--- config.mk ---
export PLATFORM = sky130hd
export DESIGN_NAME = char_lcd_text_writer_flat
export DESIGN_NICKNAME = d
export VERILOG_FILES = /design/src/sv/cltw_pkg.sv /design/src/sv/cltw_ifs.sv /design/src/sv/cltw_queue.sv /design/src/sv/cltw_front.sv /design/src/sv/cltw_back.sv /design/src/sv/char_lcd_text_writer.sv /design/src/flat_wrapper.sv
export SDC_FILE = /design/constraint.sdc
export NUM_CORES = 1
export LEC_CHECK = 0
export CAP_MARGIN = 20
export CORE_ASPECT_RATIO = 1.25
export CORE_UTILIZATION = 69
export DETAILED_ROUTE_END_ITERATION = 8
export DONT_BUFFER_PORTS = 1
export GPL_ROUTABILITY_DRIVEN = 0
export HOLD_SLACK_MARGIN = 0.02
export PLACE_DENSITY = 0.95
export SLEW_MARGIN = 20
export SYNTH_ARGS = -nofsm -noshare
export SYNTH_HDL_FRONTEND = slang
export SYNTH_HIERARCHICAL = 1
export SYNTH_SLANG_ARGS = --single-unit
--- constraint.sdc ---
create_clock -name clk -period 10.53 [get_ports clk]
set_clock_uncertainty 0.05 [all_clocks]
set_input_delay 2.106 -clock clk [delete_from_list [all_inputs] [get_ports clk]]
set_output_delay 2.106 -clock clk [all_outputs]
set_load 0.005 [all_outputs]
--- src/sv/cltw_pkg.sv ---
// Shared types, constants and the init command table of the character-LCD text writer.
// Depends on nothing; the queue, front, back and top level import it.
`default_nettype none

package cltw_pkg;

  // Geometry defaults and fixed field widths.
  localparam int NUM_COLS_DFLT = 16;
  localparam int NUM_ROWS_DFLT = 2;
  localparam int COL_W         = 6;
  localparam int CONTRAST_W    = 6;
  localparam logic [CONTRAST_W-1:0] CONTRAST_RST = 6'd32;

  // Decimal conversion.
  localparam int INT_W  = 32;
  localparam int NDIG   = 10;
  localparam int BCD_W  = 4 * NDIG;
  localparam int IDX_W  = 4;

  // Command queue between front and back.
  localparam int Q_DEPTH = 2;

  // Request kinds as they arrive on the input channel.
  localparam logic [2:0] KIND_INIT   = 3'd0;
  localparam logic [2:0] KIND_CLEAR  = 3'd1;
  localparam logic [2:0] KIND_SETCUR = 3'd2;
  localparam logic [2:0] KIND_CHAR   = 3'd3;
  localparam logic [2:0] KIND_INT    = 3'd4;

  // Panel command bytes.
  localparam logic [7:0] CMD_FUNC_SET     = 8'h38;
  localparam logic [7:0] CMD_FUNC_SET_EXT = 8'h39;
  localparam logic [7:0] CMD_OSC          = 8'h14;
  localparam logic [7:0] CMD_CONTRAST_LO  = 8'h70;
  localparam logic [7:0] CMD_POWER_ICON   = 8'h5C;
  localparam logic [7:0] CMD_FOLLOWER     = 8'h6C;
  localparam logic [7:0] CMD_DISPLAY_ON   = 8'h0C;
  localparam logic [7:0] CMD_CLEAR        = 8'h01;
  localparam logic [7:0] CMD_ENTRY_MODE   = 8'h06;

  localparam int INIT_LEN = 10;

  // Characters with a special role.
  localparam logic [7:0] CHAR_NEWLINE = 8'd10;
  localparam logic [7:0] CHAR_MINUS   = 8'h2D;
  localparam logic [3:0] CHAR_DIGIT_HI = 4'h3;

  // Pauses in milliseconds.
  localparam logic [7:0] PAUSE_POWER_MS = 8'd40;
  localparam logic [7:0] PAUSE_INIT_MS  = 8'd200;
  localparam logic [1:0] PAUSE_CLEAR_MS = 2'd2;

  typedef enum logic [2:0] {
    OP_INIT,
    OP_CLEAR,
    OP_SETCUR,
    OP_CHAR,
    OP_INT
  } op_t;

  // One queued operation, already classified and clamped by the front.
  typedef struct packed {
    op_t              op;
    logic [7:0]       char_code;
    logic [COL_W-1:0] col;
    logic             row;
    logic             neg;
    logic [BCD_W-1:0] bcd;
    logic [IDX_W-1:0] top_idx;
  } entry_t;

  typedef struct packed {
    logic [7:0] cmd;
    logic [7:0] before_ms;
    logic [1:0] after_ms;
  } init_cmd_t;

  function automatic init_cmd_t init_cmd(input logic [IDX_W-1:0] step,
                                         input logic [CONTRAST_W-1:0] contrast);
    init_cmd_t c;
    c = '0;
    unique case (step)
      4'd0: c = '{CMD_FUNC_SET, PAUSE_POWER_MS, 2'd0};
      4'd1: c = '{CMD_FUNC_SET_EXT, 8'd0, 2'd0};
      4'd2: c = '{CMD_OSC, 8'd0, 2'd0};
      4'd3: c = '{CMD_CONTRAST_LO | {4'd0, contrast[3:0]}, 8'd0, 2'd0};
      4'd4: c = '{CMD_POWER_ICON | {6'd0, contrast[5:4]}, 8'd0, 2'd0};
      4'd5: c = '{CMD_FOLLOWER, 8'd0, 2'd0};
      4'd6: c = '{CMD_FUNC_SET, PAUSE_INIT_MS, 2'd0};
      4'd7: c = '{CMD_DISPLAY_ON, 8'd0, 2'd0};
      4'd8: c = '{CMD_CLEAR, 8'd0, PAUSE_CLEAR_MS};
      4'd9: c = '{CMD_ENTRY_MODE, 8'd0, 2'd0};
      default: c = '0;
    endcase
    return c;
  endfunction

endpackage

`default_nettype wire

--- src/sv/cltw_ifs.sv ---
// Valid/ready channel interfaces for requests and panel transfers.
// Depends on nothing; the front, back and top level use them.
`default_nettype none

interface cltw_in_if;
  logic               valid;
  logic               ready;
  logic [2:0]         kind;
  logic [7:0]         char_code;
  logic [7:0]         col;
  logic [7:0]         row;
  logic signed [31:0] int_value;

  modport source(output valid, kind, char_code, col, row, int_value, input ready);
  modport sink(input valid, kind, char_code, col, row, int_value, output ready);
endinterface

interface cltw_out_if;
  logic       valid;
  logic       ready;
  logic       is_data;
  logic [7:0] byte_value;
  logic [7:0] pause_before_ms;
  logic [1:0] pause_after_ms;
  logic       last;

  modport source(output valid, is_data, byte_value, pause_before_ms, pause_after_ms, last,
                 input ready);
  modport sink(input valid, is_data, byte_value, pause_before_ms, pause_after_ms, last,
               output ready);
endinterface

`default_nettype wire

--- src/sv/cltw_queue.sv ---
// Short queue of classified operations between the front and the back.
// Depends on cltw_pkg.
`default_nettype none

module cltw_queue (
  input  wire logic            clk,
  input  wire logic            rst_n,
  input  wire logic            push,
  input  cltw_pkg::entry_t     wdata,
  output logic                 full,
  input  wire logic            pop,
  output cltw_pkg::entry_t     rdata,
  output logic                 empty
);
  import cltw_pkg::*;

  localparam int QAW = (Q_DEPTH > 1) ? $clog2(Q_DEPTH) : 1;
  localparam int QCW = $clog2(Q_DEPTH + 1);

  entry_t           mem_r [Q_DEPTH];
  logic [QAW-1:0]   wr_ptr_r, wr_ptr_nxt;
  logic [QAW-1:0]   rd_ptr_r, rd_ptr_nxt;
  logic [QCW-1:0]   count_r, count_nxt;

  assign full  = (count_r == QCW'(Q_DEPTH));
  assign empty = (count_r == '0);
  assign rdata = mem_r[rd_ptr_r];

  always_comb begin
    wr_ptr_nxt = wr_ptr_r;
    rd_ptr_nxt = rd_ptr_r;
    count_nxt  = count_r;
    if (push) begin
      wr_ptr_nxt = (wr_ptr_r == QAW'(Q_DEPTH - 1)) ? '0 : wr_ptr_r + 1'b1;
    end
    if (pop) begin
      rd_ptr_nxt = (rd_ptr_r == QAW'(Q_DEPTH - 1)) ? '0 : rd_ptr_r + 1'b1;
    end
    if (push && !pop) begin
      count_nxt = count_r + 1'b1;
    end else if (pop && !push) begin
      count_nxt = count_r - 1'b1;
    end
  end

  always_ff @(posedge clk) begin
    if (!rst_n) begin
      wr_ptr_r <= '0;
      rd_ptr_r <= '0;
      count_r  <= '0;
    end else begin
      wr_ptr_r <= wr_ptr_nxt;
      rd_ptr_r <= rd_ptr_nxt;
      count_r  <= count_nxt;
    end
  end

  always_ff @(posedge clk) begin
    if (push) begin
      mem_r[wr_ptr_r] <= wdata;
    end
  end

endmodule

`default_nettype wire

--- src/sv/cltw_front.sv ---
// Front end: accepts request words, clamps positions, converts integers to BCD
// and queues one operation per request of a known kind. Depends on cltw_pkg and cltw_ifs.
`default_nettype none

module cltw_front #(
  parameter int NUM_COLS = cltw_pkg::NUM_COLS_DFLT,
  parameter int NUM_ROWS = cltw_pkg::NUM_ROWS_DFLT
) (
  input  wire logic        clk,
  input  wire logic        rst_n,
  cltw_in_if.sink          in_if,
  output logic             push,
  output cltw_pkg::entry_t wdata,
  input  wire logic        q_full
);
  import cltw_pkg::*;

  localparam int CNT_W = $clog2(INT_W + 1);

  typedef enum logic {F_IDLE, F_CONV} fstate_t;

  fstate_t          state_r, state_nxt;
  logic [INT_W-1:0] bin_r, bin_nxt;
  logic [BCD_W-1:0] bcd_r, bcd_nxt;
  logic [CNT_W-1:0] cnt_r, cnt_nxt;
  logic             neg_r, neg_nxt;

  logic             accept;
  logic             conv_done;
  logic [BCD_W-1:0] bcd_adj;
  logic [IDX_W-1:0] top_idx;
  logic [INT_W-1:0] in_mag;
  logic             in_neg;

  assign in_if.ready = (state_r == F_IDLE) && !q_full;
  assign accept      = in_if.valid && in_if.ready;
  assign conv_done   = (cnt_r == CNT_W'(INT_W));
  assign in_neg      = in_if.int_value[INT_W-1];
  assign in_mag      = in_neg ? (~in_if.int_value + 1'b1) : in_if.int_value;

  // Double-dabble: every digit of five or more gets three added before the shift.
  always_comb begin
    logic [3:0] d;
    for (int i = 0; i < NDIG; i++) begin
      d = bcd_r[i*4 +: 4];
      bcd_adj[i*4 +: 4] = (d >= 4'd5) ? d + 4'd3 : d;
    end
  end

  // Position of the most significant nonzero digit; zero prints as one digit.
  always_comb begin
    top_idx = '0;
    for (int i = 1; i < NDIG; i++) begin
      if (bcd_r[i*4 +: 4] != 4'd0) begin
        top_idx = IDX_W'(i);
      end
    end
  end

  always_comb begin
    state_nxt = state_r;
    bin_nxt   = bin_r;
    bcd_nxt   = bcd_r;
    cnt_nxt   = cnt_r;
    neg_nxt   = neg_r;
    push      = 1'b0;
    wdata     = '0;
    wdata.op  = OP_INIT;
    unique case (state_r)
      F_IDLE: begin
        wdata.char_code = in_if.char_code;
        wdata.col = (in_if.col >= 8'(NUM_COLS)) ? COL_W'(NUM_COLS - 1)
                                                : in_if.col[COL_W-1:0];
        wdata.row = (in_if.row >= 8'(NUM_ROWS)) ? 1'(NUM_ROWS - 1) : in_if.row[0];
        if (accept) begin
          unique case (in_if.kind)
            KIND_INIT: begin
              push = 1'b1;
              wdata.op = OP_INIT;
            end
            KIND_CLEAR: begin
              push = 1'b1;
              wdata.op = OP_CLEAR;
            end
            KIND_SETCUR: begin
              push = 1'b1;
              wdata.op = OP_SETCUR;
            end
            KIND_CHAR: begin
              push = 1'b1;
              wdata.op = OP_CHAR;
            end
            KIND_INT: begin
              bin_nxt   = in_mag;
              bcd_nxt   = '0;
              cnt_nxt   = '0;
              neg_nxt   = in_neg;
              state_nxt = F_CONV;
            end
            default: begin
              push = 1'b0;
            end
          endcase
        end
      end
      F_CONV: begin
        if (!conv_done) begin
          bcd_nxt = {bcd_adj[BCD_W-2:0], bin_r[INT_W-1]};
          bin_nxt = {bin_r[INT_W-2:0], 1'b0};
          cnt_nxt = cnt_r + 1'b1;
        end else if (!q_full) begin
          push          = 1'b1;
          wdata.op      = OP_INT;
          wdata.neg     = neg_r;
          wdata.bcd     = bcd_r;
          wdata.top_idx = top_idx;
          state_nxt     = F_IDLE;
        end
      end
      default: state_nxt = F_IDLE;
    endcase
  end

  always_ff @(posedge clk) begin
    if (!rst_n) begin
      state_r <= F_IDLE;
    end else begin
      state_r <= state_nxt;
    end
    bin_r <= bin_nxt;
    bcd_r <= bcd_nxt;
    cnt_r <= cnt_nxt;
    neg_r <= neg_nxt;
  end

  // An integer request holds the input off while its digits are worked out.
  a_int_blocks: assert property (@(posedge clk) disable iff (!rst_n)
    accept && (in_if.kind == KIND_INT) |=> !in_if.ready)
    else $error("front took a word while converting an integer");

  a_push_room: assert property (@(posedge clk) disable iff (!rst_n)
    push |-> !q_full)
    else $error("front pushed into a full queue");

endmodule

`default_nettype wire

--- src/sv/cltw_back.sv ---
// Back end: expands queued operations into panel transfers, tracks the cursor
// and holds the output register. Depends on cltw_pkg and cltw_ifs.
`default_nettype none

module cltw_back #(
  parameter int NUM_COLS = cltw_pkg::NUM_COLS_DFLT,
  parameter int NUM_ROWS = cltw_pkg::NUM_ROWS_DFLT
) (
  input  wire logic                            clk,
  input  wire logic                            rst_n,
  input  cltw_pkg::entry_t                     rdata,
  input  wire logic                            q_empty,
  output logic                                 pop,
  input  wire logic [cltw_pkg::CONTRAST_W-1:0] contrast,
  cltw_out_if.source                           out_if
);
  import cltw_pkg::*;

  typedef enum logic [2:0] {ST_IDLE, ST_INIT, ST_CLEAR, ST_ADDR, ST_CHAR} bstate_t;

  bstate_t          state_r, state_nxt;
  logic [IDX_W-1:0] step_r, step_nxt;
  logic [COL_W-1:0] col_r, col_nxt;
  logic             row_r, row_nxt;
  logic [7:0]       char_r, char_nxt;
  logic             is_int_r, is_int_nxt;
  logic             neg_pend_r, neg_pend_nxt;
  logic [IDX_W-1:0] idx_r, idx_nxt;
  logic [BCD_W-1:0] bcd_r, bcd_nxt;
  logic             addr_last_r, addr_last_nxt;

  logic             out_valid_r, out_valid_nxt;
  logic             out_is_data_r, out_is_data_nxt;
  logic [7:0]       out_byte_r, out_byte_nxt;
  logic [7:0]       out_before_r, out_before_nxt;
  logic [1:0]       out_after_r, out_after_nxt;
  logic             out_last_r, out_last_nxt;

  logic             emit_ok;
  logic             row_next;
  logic [7:0]       cur_char;
  logic             more;
  logic             wrap;
  init_cmd_t        icmd;

  assign emit_ok  = !out_valid_r || out_if.ready;
  assign pop      = (state_r == ST_IDLE) && !q_empty;
  assign row_next = (NUM_ROWS > 1) ? ~row_r : 1'b0;
  assign cur_char = !is_int_r  ? char_r :
                    neg_pend_r ? CHAR_MINUS : {CHAR_DIGIT_HI, bcd_r[{idx_r, 2'b00} +: 4]};
  assign more     = is_int_r && (neg_pend_r || (idx_r != '0));
  assign wrap     = (col_r == COL_W'(NUM_COLS - 1));
  assign icmd     = init_cmd(step_r, contrast);

  always_comb begin
    state_nxt       = state_r;
    step_nxt        = step_r;
    col_nxt         = col_r;
    row_nxt         = row_r;
    char_nxt        = char_r;
    is_int_nxt      = is_int_r;
    neg_pend_nxt    = neg_pend_r;
    idx_nxt         = idx_r;
    bcd_nxt         = bcd_r;
    addr_last_nxt   = addr_last_r;
    out_valid_nxt   = out_valid_r && !out_if.ready;
    out_is_data_nxt = out_is_data_r;
    out_byte_nxt    = out_byte_r;
    out_before_nxt  = out_before_r;
    out_after_nxt   = out_after_r;
    out_last_nxt    = out_last_r;
    unique case (state_r)
      ST_IDLE: begin
        if (pop) begin
          unique case (rdata.op)
            OP_INIT: begin
              step_nxt  = '0;
              state_nxt = ST_INIT;
            end
            OP_CLEAR: state_nxt = ST_CLEAR;
            OP_SETCUR: begin
              col_nxt       = rdata.col;
              row_nxt       = rdata.row;
              addr_last_nxt = 1'b1;
              state_nxt     = ST_ADDR;
            end
            OP_CHAR: begin
              if (rdata.char_code == CHAR_NEWLINE) begin
                col_nxt       = '0;
                row_nxt       = row_next;
                addr_last_nxt = 1'b1;
                state_nxt     = ST_ADDR;
              end else begin
                char_nxt   = rdata.char_code;
                is_int_nxt = 1'b0;
                state_nxt  = ST_CHAR;
              end
            end
            OP_INT: begin
              is_int_nxt   = 1'b1;
              neg_pend_nxt = rdata.neg;
              idx_nxt      = rdata.top_idx;
              bcd_nxt      = rdata.bcd;
              state_nxt    = ST_CHAR;
            end
            default: state_nxt = ST_IDLE;
          endcase
        end
      end
      ST_INIT: begin
        if (emit_ok) begin
          out_valid_nxt   = 1'b1;
          out_is_data_nxt = 1'b0;
          out_byte_nxt    = icmd.cmd;
          out_before_nxt  = icmd.before_ms;
          out_after_nxt   = icmd.after_ms;
          out_last_nxt    = (step_r == IDX_W'(INIT_LEN - 1));
          if (step_r == IDX_W'(INIT_LEN - 1)) begin
            col_nxt   = '0;
            row_nxt   = 1'b0;
            state_nxt = ST_IDLE;
          end else begin
            step_nxt = step_r + 1'b1;
          end
        end
      end
      ST_CLEAR: begin
        if (emit_ok) begin
          out_valid_nxt   = 1'b1;
          out_is_data_nxt = 1'b0;
          out_byte_nxt    = CMD_CLEAR;
          out_before_nxt  = 8'd0;
          out_after_nxt   = PAUSE_CLEAR_MS;
          out_last_nxt    = 1'b1;
          col_nxt         = '0;
          row_nxt         = 1'b0;
          state_nxt       = ST_IDLE;
        end
      end
      ST_ADDR: begin
        if (emit_ok) begin
          // Set-DDRAM-address: row 1 starts at 0x40 and the column never carries into it.
          out_valid_nxt   = 1'b1;
          out_is_data_nxt = 1'b0;
          out_byte_nxt    = {1'b1, row_r, col_r};
          out_before_nxt  = 8'd0;
          out_after_nxt   = 2'd0;
          out_last_nxt    = addr_last_r;
          state_nxt       = addr_last_r ? ST_IDLE : ST_CHAR;
        end
      end
      ST_CHAR: begin
        if (emit_ok) begin
          out_valid_nxt   = 1'b1;
          out_is_data_nxt = 1'b1;
          out_byte_nxt    = cur_char;
          out_before_nxt  = 8'd0;
          out_after_nxt   = 2'd0;
          out_last_nxt    = !more && !wrap;
          if (neg_pend_r) begin
            neg_pend_nxt = 1'b0;
          end else if (idx_r != '0) begin
            idx_nxt = idx_r - 1'b1;
          end
          if (wrap) begin
            col_nxt       = '0;
            row_nxt       = row_next;
            addr_last_nxt = !more;
            state_nxt     = ST_ADDR;
          end else begin
            col_nxt   = col_r + 1'b1;
            state_nxt = more ? ST_CHAR : ST_IDLE;
          end
        end
      end
      default: state_nxt = ST_IDLE;
    endcase
  end

  always_ff @(posedge clk) begin
    if (!rst_n) begin
      state_r     <= ST_IDLE;
      col_r       <= '0;
      row_r       <= 1'b0;
      out_valid_r <= 1'b0;
    end else begin
      state_r     <= state_nxt;
      col_r       <= col_nxt;
      row_r       <= row_nxt;
      out_valid_r <= out_valid_nxt;
    end
    step_r        <= step_nxt;
    char_r        <= char_nxt;
    is_int_r      <= is_int_nxt;
    neg_pend_r    <= neg_pend_nxt;
    idx_r         <= idx_nxt;
    bcd_r         <= bcd_nxt;
    addr_last_r   <= addr_last_nxt;
    out_is_data_r <= out_is_data_nxt;
    out_byte_r    <= out_byte_nxt;
    out_before_r  <= out_before_nxt;
    out_after_r   <= out_after_nxt;
    out_last_r    <= out_last_nxt;
  end

  assign out_if.valid           = out_valid_r;
  assign out_if.is_data         = out_is_data_r;
  assign out_if.byte_value      = out_byte_r;
  assign out_if.pause_before_ms = out_before_r;
  assign out_if.pause_after_ms  = out_after_r;
  assign out_if.last            = out_last_r;

  a_col_range: assert property (@(posedge clk) disable iff (!rst_n)
    col_r < COL_W'(NUM_COLS))
    else $error("cursor column out of range");

  a_pause_clear: assert property (@(posedge clk) disable iff (!rst_n)
    out_valid_r && (out_after_r != 2'd0) |-> !out_is_data_r && (out_byte_r == CMD_CLEAR))
    else $error("pause after a transfer that is not a clear command");

  a_idle_last: assert property (@(posedge clk) disable iff (!rst_n)
    (state_r == ST_IDLE) && out_valid_r |-> out_last_r)
    else $error("sequencer went idle before the final transfer");

endmodule

`default_nettype wire

--- src/sv/char_lcd_text_writer.sv ---
// Top level of the character-LCD text writer: contrast register, front, queue, back.
// Depends on cltw_pkg, cltw_ifs, cltw_front, cltw_queue and cltw_back.
`default_nettype none

// Usage: text requests arrive as words on in_if (valid/ready). Each request turns into
// one or more panel transfers on out_if (valid/ready): a register-select bit, a byte,
// pauses in milliseconds before and after, and a last flag on the final transfer of
// the request. Init gives ten commands, clear one, set cursor one, a character one or
// two (data plus a set-address command when the line wraps), and an integer up to
// eleven characters plus wraps. Unknown kinds are taken and dropped.
// Flow: a non-integer request goes through the queue and the back end's state register
// to the output register; an integer request first runs its 32-step binary-to-BCD
// conversion. The back end then gives one transfer per cycle while out_if is ready,
// passing its idle state between requests to fetch the next queued operation. The
// front end works on the following request while the back end is still sending, up
// to two queued operations; the integer conversion unit sets the pace for integers.
// When the receiver stalls, the output register holds its word and the back end and
// then the queue fill up before in_if drops ready. Reset (rst_n low, synchronous)
// empties the queue, drops any pending transfer, puts the cursor at row 0, column 0
// and sets contrast to 32. cfg_we writes contrast and must only be used while idle.
module char_lcd_text_writer #(
  parameter int NUM_COLS = cltw_pkg::NUM_COLS_DFLT,
  parameter int NUM_ROWS = cltw_pkg::NUM_ROWS_DFLT
) (
  input  wire logic                            clk,
  input  wire logic                            rst_n,
  input  wire logic                            cfg_we,
  input  wire logic [cltw_pkg::CONTRAST_W-1:0] cfg_wdata,
  cltw_in_if.sink                              in_if,
  cltw_out_if.source                           out_if
);
  import cltw_pkg::*;

  logic [CONTRAST_W-1:0] contrast_r;
  logic                  push;
  logic                  pop;
  logic                  q_full;
  logic                  q_empty;
  entry_t                wdata;
  entry_t                rdata;

  // Contrast is only read by the init sequence, so a plain register does.
  always_ff @(posedge clk) begin
    if (!rst_n) begin
      contrast_r <= CONTRAST_RST;
    end else if (cfg_we) begin
      contrast_r <= cfg_wdata;
    end
  end

  // Front end classifies requests and converts integers to decimal digits.
  cltw_front #(
    .NUM_COLS(NUM_COLS),
    .NUM_ROWS(NUM_ROWS)
  ) u_front (
    .clk   (clk),
    .rst_n (rst_n),
    .in_if (in_if),
    .push  (push),
    .wdata (wdata),
    .q_full(q_full)
  );

  // Operation queue decouples the two halves.
  cltw_queue u_queue (
    .clk  (clk),
    .rst_n(rst_n),
    .push (push),
    .wdata(wdata),
    .full (q_full),
    .pop  (pop),
    .rdata(rdata),
    .empty(q_empty)
  );

  // Back end sequences the transfers and owns the cursor.
  cltw_back #(
    .NUM_COLS(NUM_COLS),
    .NUM_ROWS(NUM_ROWS)
  ) u_back (
    .clk     (clk),
    .rst_n   (rst_n),
    .rdata   (rdata),
    .q_empty (q_empty),
    .pop     (pop),
    .contrast(contrast_r),
    .out_if  (out_if)
  );

endmodule

`default_nettype wire
--- src/flat_wrapper.sv ---
// flat-port wrapper written by rule: the top's interface ports become plain ports
module char_lcd_text_writer_flat import cltw_pkg::*;
#(
  parameter int NUM_COLS = cltw_pkg::NUM_COLS_DFLT,
  parameter int NUM_ROWS = cltw_pkg::NUM_ROWS_DFLT
)
  (clk, rst_n, cfg_we, cfg_wdata, in_if_valid, in_if_kind, in_if_char_code, in_if_col, in_if_row, in_if_int_value, in_if_ready, out_if_valid, out_if_is_data, out_if_byte_value, out_if_pause_before_ms, out_if_pause_after_ms, out_if_last, out_if_ready);
  cltw_in_if in_if_i ();
  cltw_out_if out_if_i ();
  input  wire logic clk;
  input  wire logic rst_n;
  input  wire logic cfg_we;
  input  wire logic [cltw_pkg::CONTRAST_W-1:0] cfg_wdata;
  input wire logic [$bits(in_if_i.valid)-1:0] in_if_valid;
  input wire logic [$bits(in_if_i.kind)-1:0] in_if_kind;
  input wire logic [$bits(in_if_i.char_code)-1:0] in_if_char_code;
  input wire logic [$bits(in_if_i.col)-1:0] in_if_col;
  input wire logic [$bits(in_if_i.row)-1:0] in_if_row;
  input wire logic [$bits(in_if_i.int_value)-1:0] in_if_int_value;
  output wire logic [$bits(in_if_i.ready)-1:0] in_if_ready;
  output wire logic [$bits(out_if_i.valid)-1:0] out_if_valid;
  output wire logic [$bits(out_if_i.is_data)-1:0] out_if_is_data;
  output wire logic [$bits(out_if_i.byte_value)-1:0] out_if_byte_value;
  output wire logic [$bits(out_if_i.pause_before_ms)-1:0] out_if_pause_before_ms;
  output wire logic [$bits(out_if_i.pause_after_ms)-1:0] out_if_pause_after_ms;
  output wire logic [$bits(out_if_i.last)-1:0] out_if_last;
  input wire logic [$bits(out_if_i.ready)-1:0] out_if_ready;
  assign in_if_i.valid = in_if_valid;
  assign in_if_i.kind = in_if_kind;
  assign in_if_i.char_code = in_if_char_code;
  assign in_if_i.col = in_if_col;
  assign in_if_i.row = in_if_row;
  assign in_if_i.int_value = in_if_int_value;
  assign in_if_ready = in_if_i.ready;
  assign out_if_valid = out_if_i.valid;
  assign out_if_is_data = out_if_i.is_data;
  assign out_if_byte_value = out_if_i.byte_value;
  assign out_if_pause_before_ms = out_if_i.pause_before_ms;
  assign out_if_pause_after_ms = out_if_i.pause_after_ms;
  assign out_if_last = out_if_i.last;
  assign out_if_i.ready = out_if_ready;
  char_lcd_text_writer #(.NUM_COLS(NUM_COLS), .NUM_ROWS(NUM_ROWS)) u_core (.clk(clk), .rst_n(rst_n), .cfg_we(cfg_we), .cfg_wdata(cfg_wdata), .in_if(in_if_i), .out_if(out_if_i));
endmodule
==> results of run 1 <==
## worst max-delay path: cells and delay by family
kind,cells,cell delay [ps]
fa+ha+maj,1,180
buf+inv,1,60
simple gates,4,1840
## power groups by stage
stage	combinational [mW]	sequential [mW]	clock (mW)
global placement	0.645	1.59	0
detailed placement	0.675	1.60	0
CTS	0.696	1.58	1.00
global route	0.761	1.60	1.04
finish	0.709	1.58	0.993
floorplan	0.600	1.55	0
## state kept, by name, summed over array words and instances (netlist names), 6 cells and up, named ones only
register and flops:
u_core/u_back/char_r 8, u_core/u_back/bcd_r 40, u_core/u_front/bcd_r 40, u_core/u_front/bin_r 32, u_core/u_back/col_r 6, u_core/u_back/out_if.byte_value 8
u_core/contrast_r 6, u_core/u_front/cnt_r 6, u_core/u_queue/mem_r 126
## path summary, 6_finish.rpt
kind                                                 end  slack, ps  depth (start not counted)
worst max-delay path            u_core/u_front/bin_r[18]       6690                          6
worst max register to register    u_core/u_back/col_r[4]       7320                          7
worst min register to register      u_core/contrast_r[5]        450                          2
worst min-delay path                u_core/contrast_r[5]        450                          2
## metrics by stage
| step | power, mW | hold slack [ps] | setup slack, ps |
|---|---|---|---|
| floorplan | 2.15 | 391 | 4720 |
| global placement | 2.24 | 416 | 6230 |
| detailed placement | 2.28 | 437 | 6180 |
| CTS | 3.28 | 455 | 6720 |
| global route | 3.40 | 480 | 6610 |
| finish | 3.28 | 453 | 6690 |
## synth_stat cells (all sizes together) (6+ instances only)
cell type	n	share of area [%]
inv	37	0.93
a21o	12	0.60
a21boi	13	0.65
or2	6	0.25
nand2b	23	0.96
mux2	66	5.0
nor3b	6	0.30
o311ai	6	0.35
clkbuf	29	0.73
nand3	20	0.67
ha	31	2.6
edfxtp	278	56
xnor2	32	1.9
o21ai	52	1.8
o41ai	7	0.41
and3	11	0.46
nand2	72	1.9
o211a	10	0.67
xor2	15	0.88
mux2i	15	1.0
nor4	6	0.29
mux4	8	1.2
o211ai	9	0.45
nand3b	6	0.30
nor4b	6	0.35
or3	15	0.69
a22oi	6	0.30
or4	17	0.93
nor2	82	2.1
buf	38	1.9
o21a	6	0.30
a21oi	33	1.1
or3b	6	0.37
dfxtp	23	3.1
o31ai	8	0.40
nor2b	29	1.2
and2	71	3.0
nor3	18	0.67
## per-layer routing
layer | vias to the layer above | part of all wire (%)
met2 | 571 | 51
met3 | 106 | 7.0
li1 | 4366 | -
met4 | 0 | 3.7
met5 | - | 0
met1 | 4732 | 38
## logic make-up (layout without fill, tap and decap cells)
group	after synthesis	after routing
AO/OA/AOI/OAI	205	205
XOR/XNOR	47	47
adder cells (fa/ha/maj)	31	31
buffers and inverters	106	98
flip-flops	301	301
multiplexers	89	89
other	2	7
AND/OR/NAND/NOR	410	410
## area by class of cell
class	count	area [um2]	share of cell area (%)
clock inverter	18	158	0.990
tap	274	343	2.15
inverter	38	143	0.896
clock buffer	34	754	4.74
multi-input combinational	789	5630	35.4
timing repair buffer	8	80.1	0.503
sequential	301	8810	55.3
==> qor.yml, run 1 <==
status: "finished, final reports clean"
vias_per_cell: 6.69
start_util_pct: 71.0
ys_ff_latch: 301
nFillCells: 1147
cp_max_fo: 9
syn_area_mm2: 0.0149
synthCells: 1191
cts_tree: "done"
track_usage_pct: 28.3
grt-ovfl-total: 0
design_area_mm2: 0.0159
final_common_cell: "edfxtp_1"
wl_per_cell_um: 21.4
period_share_pct: 36.5
setup_violations: 0
cp.required_ps: 10880
fmax_ghz: 0.260
firstDrtPassIters: 7
placementRows: 59
cp-end-kind: "register"
power_leakage_nw: 5.61
min_period_ps: 3840
initialDrtViolationCount: 1182
dp.cells: 1409
internal_power_mw: 2.33
drc: 0
max_cap_violations: 0
ctsResizeCount: 0
layout_common_cells: "278 x edfxtp_1, 82 x nor2_1, 71 x nand2_1"
dieArea_mm2: 0.0223
switchingPower_mw: 0.952
placed_cell_area_mm2: 0.0150
die_w_um: 134
via_count: 9775
fp.coreArea_mm2: 0.0210
powerDensity_mw_per_mm2: 206
io_pins: 92
grt_start_max_net_pins: 127
use_met1_pct: 35.9
hold_path_startpoint: "u_core/contrast_r[5]"
cts_root_buf: "clkbuf_16"
critPathArrivalTime_ps: 4190
worst_pin_slew_ps: 992
synth_xor_xnor_area_share_pct: 2.75
clock_latency_ps: 530
layout-area-overhead-vs-synth_pct: 6.55
cts_max_level: 1
yosysWarnings: 6
synth.distinct_cells: 87
path_cells: "inv_1 -> ha_1 -> or4b_1 -> or4_4 -> or4_1 -> nand3b_1"
finalSetupTns_ps: 0
rsz0062_at_grt: "no"
grt_pass1_wl_um: 50000
diodes: 0
path_clk_slew_ps: 60
slew_headroom_pct: 33.8
clock-sinks: 301
synth-edff-count: 278
final_core_util_pct: 75.7
die_h_um: 167
ys.flop_type: "edfxtp_1"
netSwitchingFraction_pct: 29.0
synth_compound_area_share_pct: 9.64
drive_above_1_share_pct: 13.5
final_cells: 1462
cts_buffers: 29
crit_start: "in_if_int_value[0]"
yosysSeqAreaShare_pct: 58.9
nets: 1268
dp_hpwl_um: 19800
vdd_ir_drop_max_mv: 0.171
max_stage_delay_ps: 630
ant_nets: 0
clkPwrFrac_pct: 30.2
synthAdderAreaFrac_pct: 2.60
finalMaxSlewViolations: 0
post_cts_buffers: 0
muxShareOfSynthArea_pct: 7.18
start_kind: "input port"
hp-class: "register to register"
yosys.area_share.simple_pct: 15.2
avgSynthCellArea_um2: 12.5
worstSetupPathType: "input port to register"
top_usage_layer: "met2"
cpMaxStageDelayCell: "or4b_1"
use_met2_pct: 49.6
grt_antenna_before_repair: 0
wl_um: 31300
synth_top_family_by_area: "simple AND/OR/NAND/NOR gates"
combPwrFrac_pct: 21.6
async_flop_share_pct: 0
met3_usage_pct: 3.65
grt_pass1_vias: 9684
clockBufferDepth: 3
port_buffers: 0
hold_buffers: 0
p_seq_share_pct: 48.2
hold_viol: 0
No activity file was read; power rests on OpenSTA's default activity.
==> run 2, diff against run 1 <==
- ABC_AREA: default -> 1
- CORE_UTILIZATION: 69 -> 64
- PLACE_DENSITY: 0.95 -> 0.91
- clock period: 10.53 -> 4 ns (I/O delays scaled with it)
==> qor.yml, run 2 <==
ant_nets: 0
final_common_cell: "edfxtp_1"
cp-end-kind: "register"
grt-ovfl-total: 0
finalSetupTns_ps: 0
clock_latency_ps: 550
synth_top_family_by_area: "simple AND/OR/NAND/NOR gates"
cts_max_level: 1
port_buffers: 0
grt_start_max_net_pins: 79
synth_xor_xnor_area_share_pct: 1.05
r2r_slack_ps: 980
vdd_ir_drop_max_mv: 0.364
status: "complete, but fails checks"
fp.coreArea_mm2: 0.0230
cp-endpoint: "u_core/u_queue/mem_r[0][24]"
r2r.worst_path.cells: 9
critPathArrivalTime_ps: 3140
synth-edff-count: 278
post_cts_buffers: 0
synth.distinct_cells: 50
wl_um: 30400
nFillCells: 1483
muxShareOfSynthArea_pct: 6.25
clock-sinks: 301
layout_common_cells: "278 x edfxtp_1, 258 x nand2_1, 227 x nor2_1"
nets: 1542
setup_violations: 0
start_util_pct: 65.2
async_flop_share_pct: 0
ys.flop_type: "edfxtp_1"
crit_start: "u_core/u_front/cnt_r[0]"
die_h_um: 173
dieArea_mm2: 0.0240
max_cap_violations: 0
grt_pass1_wl_um: 48000
placementRows: 62
grt_antenna_before_repair: 0
synth_area_leaders: "edfxtp_1 56%, nand2_1 6.5%, mux2_4 6.0%"
violations: "design-rule violations"
final_cells: 1753
yosys.area.top_type_share_pct: 55.8
path_clk_slew_ps: 60
synth_compound_area_share_pct: 7.39
worst_pin_slew_ps: 1020
synth_top_cell_by_area: "edfxtp_1"
layout-area-overhead-vs-synth_pct: 7.94
slew_headroom_pct: 32.1
dp.cells: 1696
wl_per_cell_um: 17.3
syn_area_mm2: 0.0150
yosysSeqAreaShare_pct: 58.9
cp_max_fo: 63
via_count: 10300
yosys.area_share.simple_pct: 16.9
whs_ps: 299
yosysWarnings: 6
grt_pass1_vias: 10000
die_w_um: 139
dp_hpwl_um: 20300
finalMaxSlewViolations: 0
min_period_ps: 3020
cts_tree: "done"
diodes: 0
cts_buffers: 30
io_pins: 92
firstDrtPassIters: 9
power_leakage_nw: 6.51
synthAdderAreaFrac_pct: 2.59
reg_top3: "u_core/u_queue/mem_r x126, u_core/u_back/bcd_r x40, u_core/u_front/bcd_r x40"
drive_above_1_share_pct: 10.8
cts_root_buf: "clkbuf_16"
synthCells: 1443
rsz0062_at_grt: "no"
track_usage_pct: 25.0
cp.required_ps: 4120
clockBufferDepth: 3
ys_ff_latch: 301
ctsResizeCount: 0
yosys-top-cells-count: "278 x edfxtp_1, 259 x nand2_1, 229 x nor2_1"
fmax_ghz: 0.331
largest_reg_flops: 126
reg2reg_to: "u_core/u_queue/mem_r[0][24]"
final_core_util_pct: 70.3
drc: 7
hold_buffers: 0
hp-class: "input port to register"
reg2reg_from: "u_core/u_front/cnt_r[0]"
avgSynthCellArea_um2: 10.4
vias_per_cell: 5.86
top_register: "u_core/u_queue/mem_r"
synth.most_common_cell: "edfxtp_1"
hold_viol: 0
initialDrtViolationCount: 1034
worstSetupPathType: "register to register"
period_share_pct: 75.6
powerDensity_mw_per_mm2: 575
start_kind: "register"
run 2: cell types whose count changed after synthesis, moves of 15 or more:
| cell | before | now |
|---|---|---|
| clkbuf_1 | 29 | 12 |
| nand2_1 | 71 | 259 |
| mux2_2 | 66 | 3 |
| mux2_4 | 0 | 60 |
| o21ai_0 | 51 | 101 |
| nor2_1 | 82 | 229 |
| nand3_1 | 20 | 75 |
| inv_1 | 36 | 167 |
| nor2b_1 | 29 | 0 |
| a21oi_1 | 32 | 59 |
| and2_1 | 71 | 0 |
| nand2b_1 | 23 | 0 |
| mux2i_1 | 15 | 0 |
| xnor2_1 | 32 | 2 |
run 2: logic make-up (layout without fill, tap and decap cells):
logic type,Yosys count,after routing
mux,63,63
buf+inv,221,238
simple gates,609,609
other cells,2,7
fa+ha+maj,31,31
flops,301,301
compound gates,198,198
xor+xnor,18,18
run 2: worst min-delay path by stage:
stage                         startpoint                    to  cells past startpoint
finish               in_if_int_value[31]  u_core/u_front/neg_r                      0
global placement    u_core/contrast_r[5]  u_core/contrast_r[5]                      2
global route         in_if_int_value[31]  u_core/u_front/neg_r                      0
floorplan           u_core/contrast_r[5]  u_core/contrast_r[5]                      2
detailed placement  u_core/contrast_r[5]  u_core/contrast_r[5]                      2
CTS                  in_if_int_value[31]  u_core/u_front/neg_r                      0
run 2: metrics by stage:
stage | area (um2) | worst slack, ps | total power [mW]
6_report | 16100 | 977 | 9.29
5_1_grt | 16100 | 736 | 9.66
4_1_cts | 16100 | 991 | 9.26
3_5_place_dp | 15000 | 1050 | 6.23
3_3_place_gp | 15000 | 1240 | 6.07
2_1_floorplan | 15000 | 564 | 5.85
run 2: final cells by class:
class                      instances  area, um2  area share (%)
inverter                         175        657            4.07
multi-input combinational        926       5170            32.0
clock buffer                      34        797            4.94
tap                              288        360            2.23
clock inverter                    22        288            1.78
timing repair buffer               7       65.1           0.403
sequential                       301       8810            54.6
run 2: critical path, cell delays in order (launching register included):
cell	delay (ps)
edfxtp_1	430
inv_1	90
ha_1	170
nand3_2	120
nor3_4	210
inv_2	300
o21ai_0	310
inv_1	160
nor2_4	110
buf_4	670
run 2: metal layers:
layer | routed length [um] | global-route usage, % | vias up
met5 | 0 | 0 | -
met4 | 910 | 9.91 | 0
met3 | 1980 | 3.24 | 83
met2 | 15800 | 46.1 | 522
met1 | 11700 | 29.7 | 4802
li1 | - | - | 4873
run 2: power by group:
group / internal, mW / switching (mW) / total, mW
combinational: 0.742 / 1.34 / 2.08
clock: 1.83 / 1.20 / 3.04
sequential: 3.93 / 0.240 / 4.17
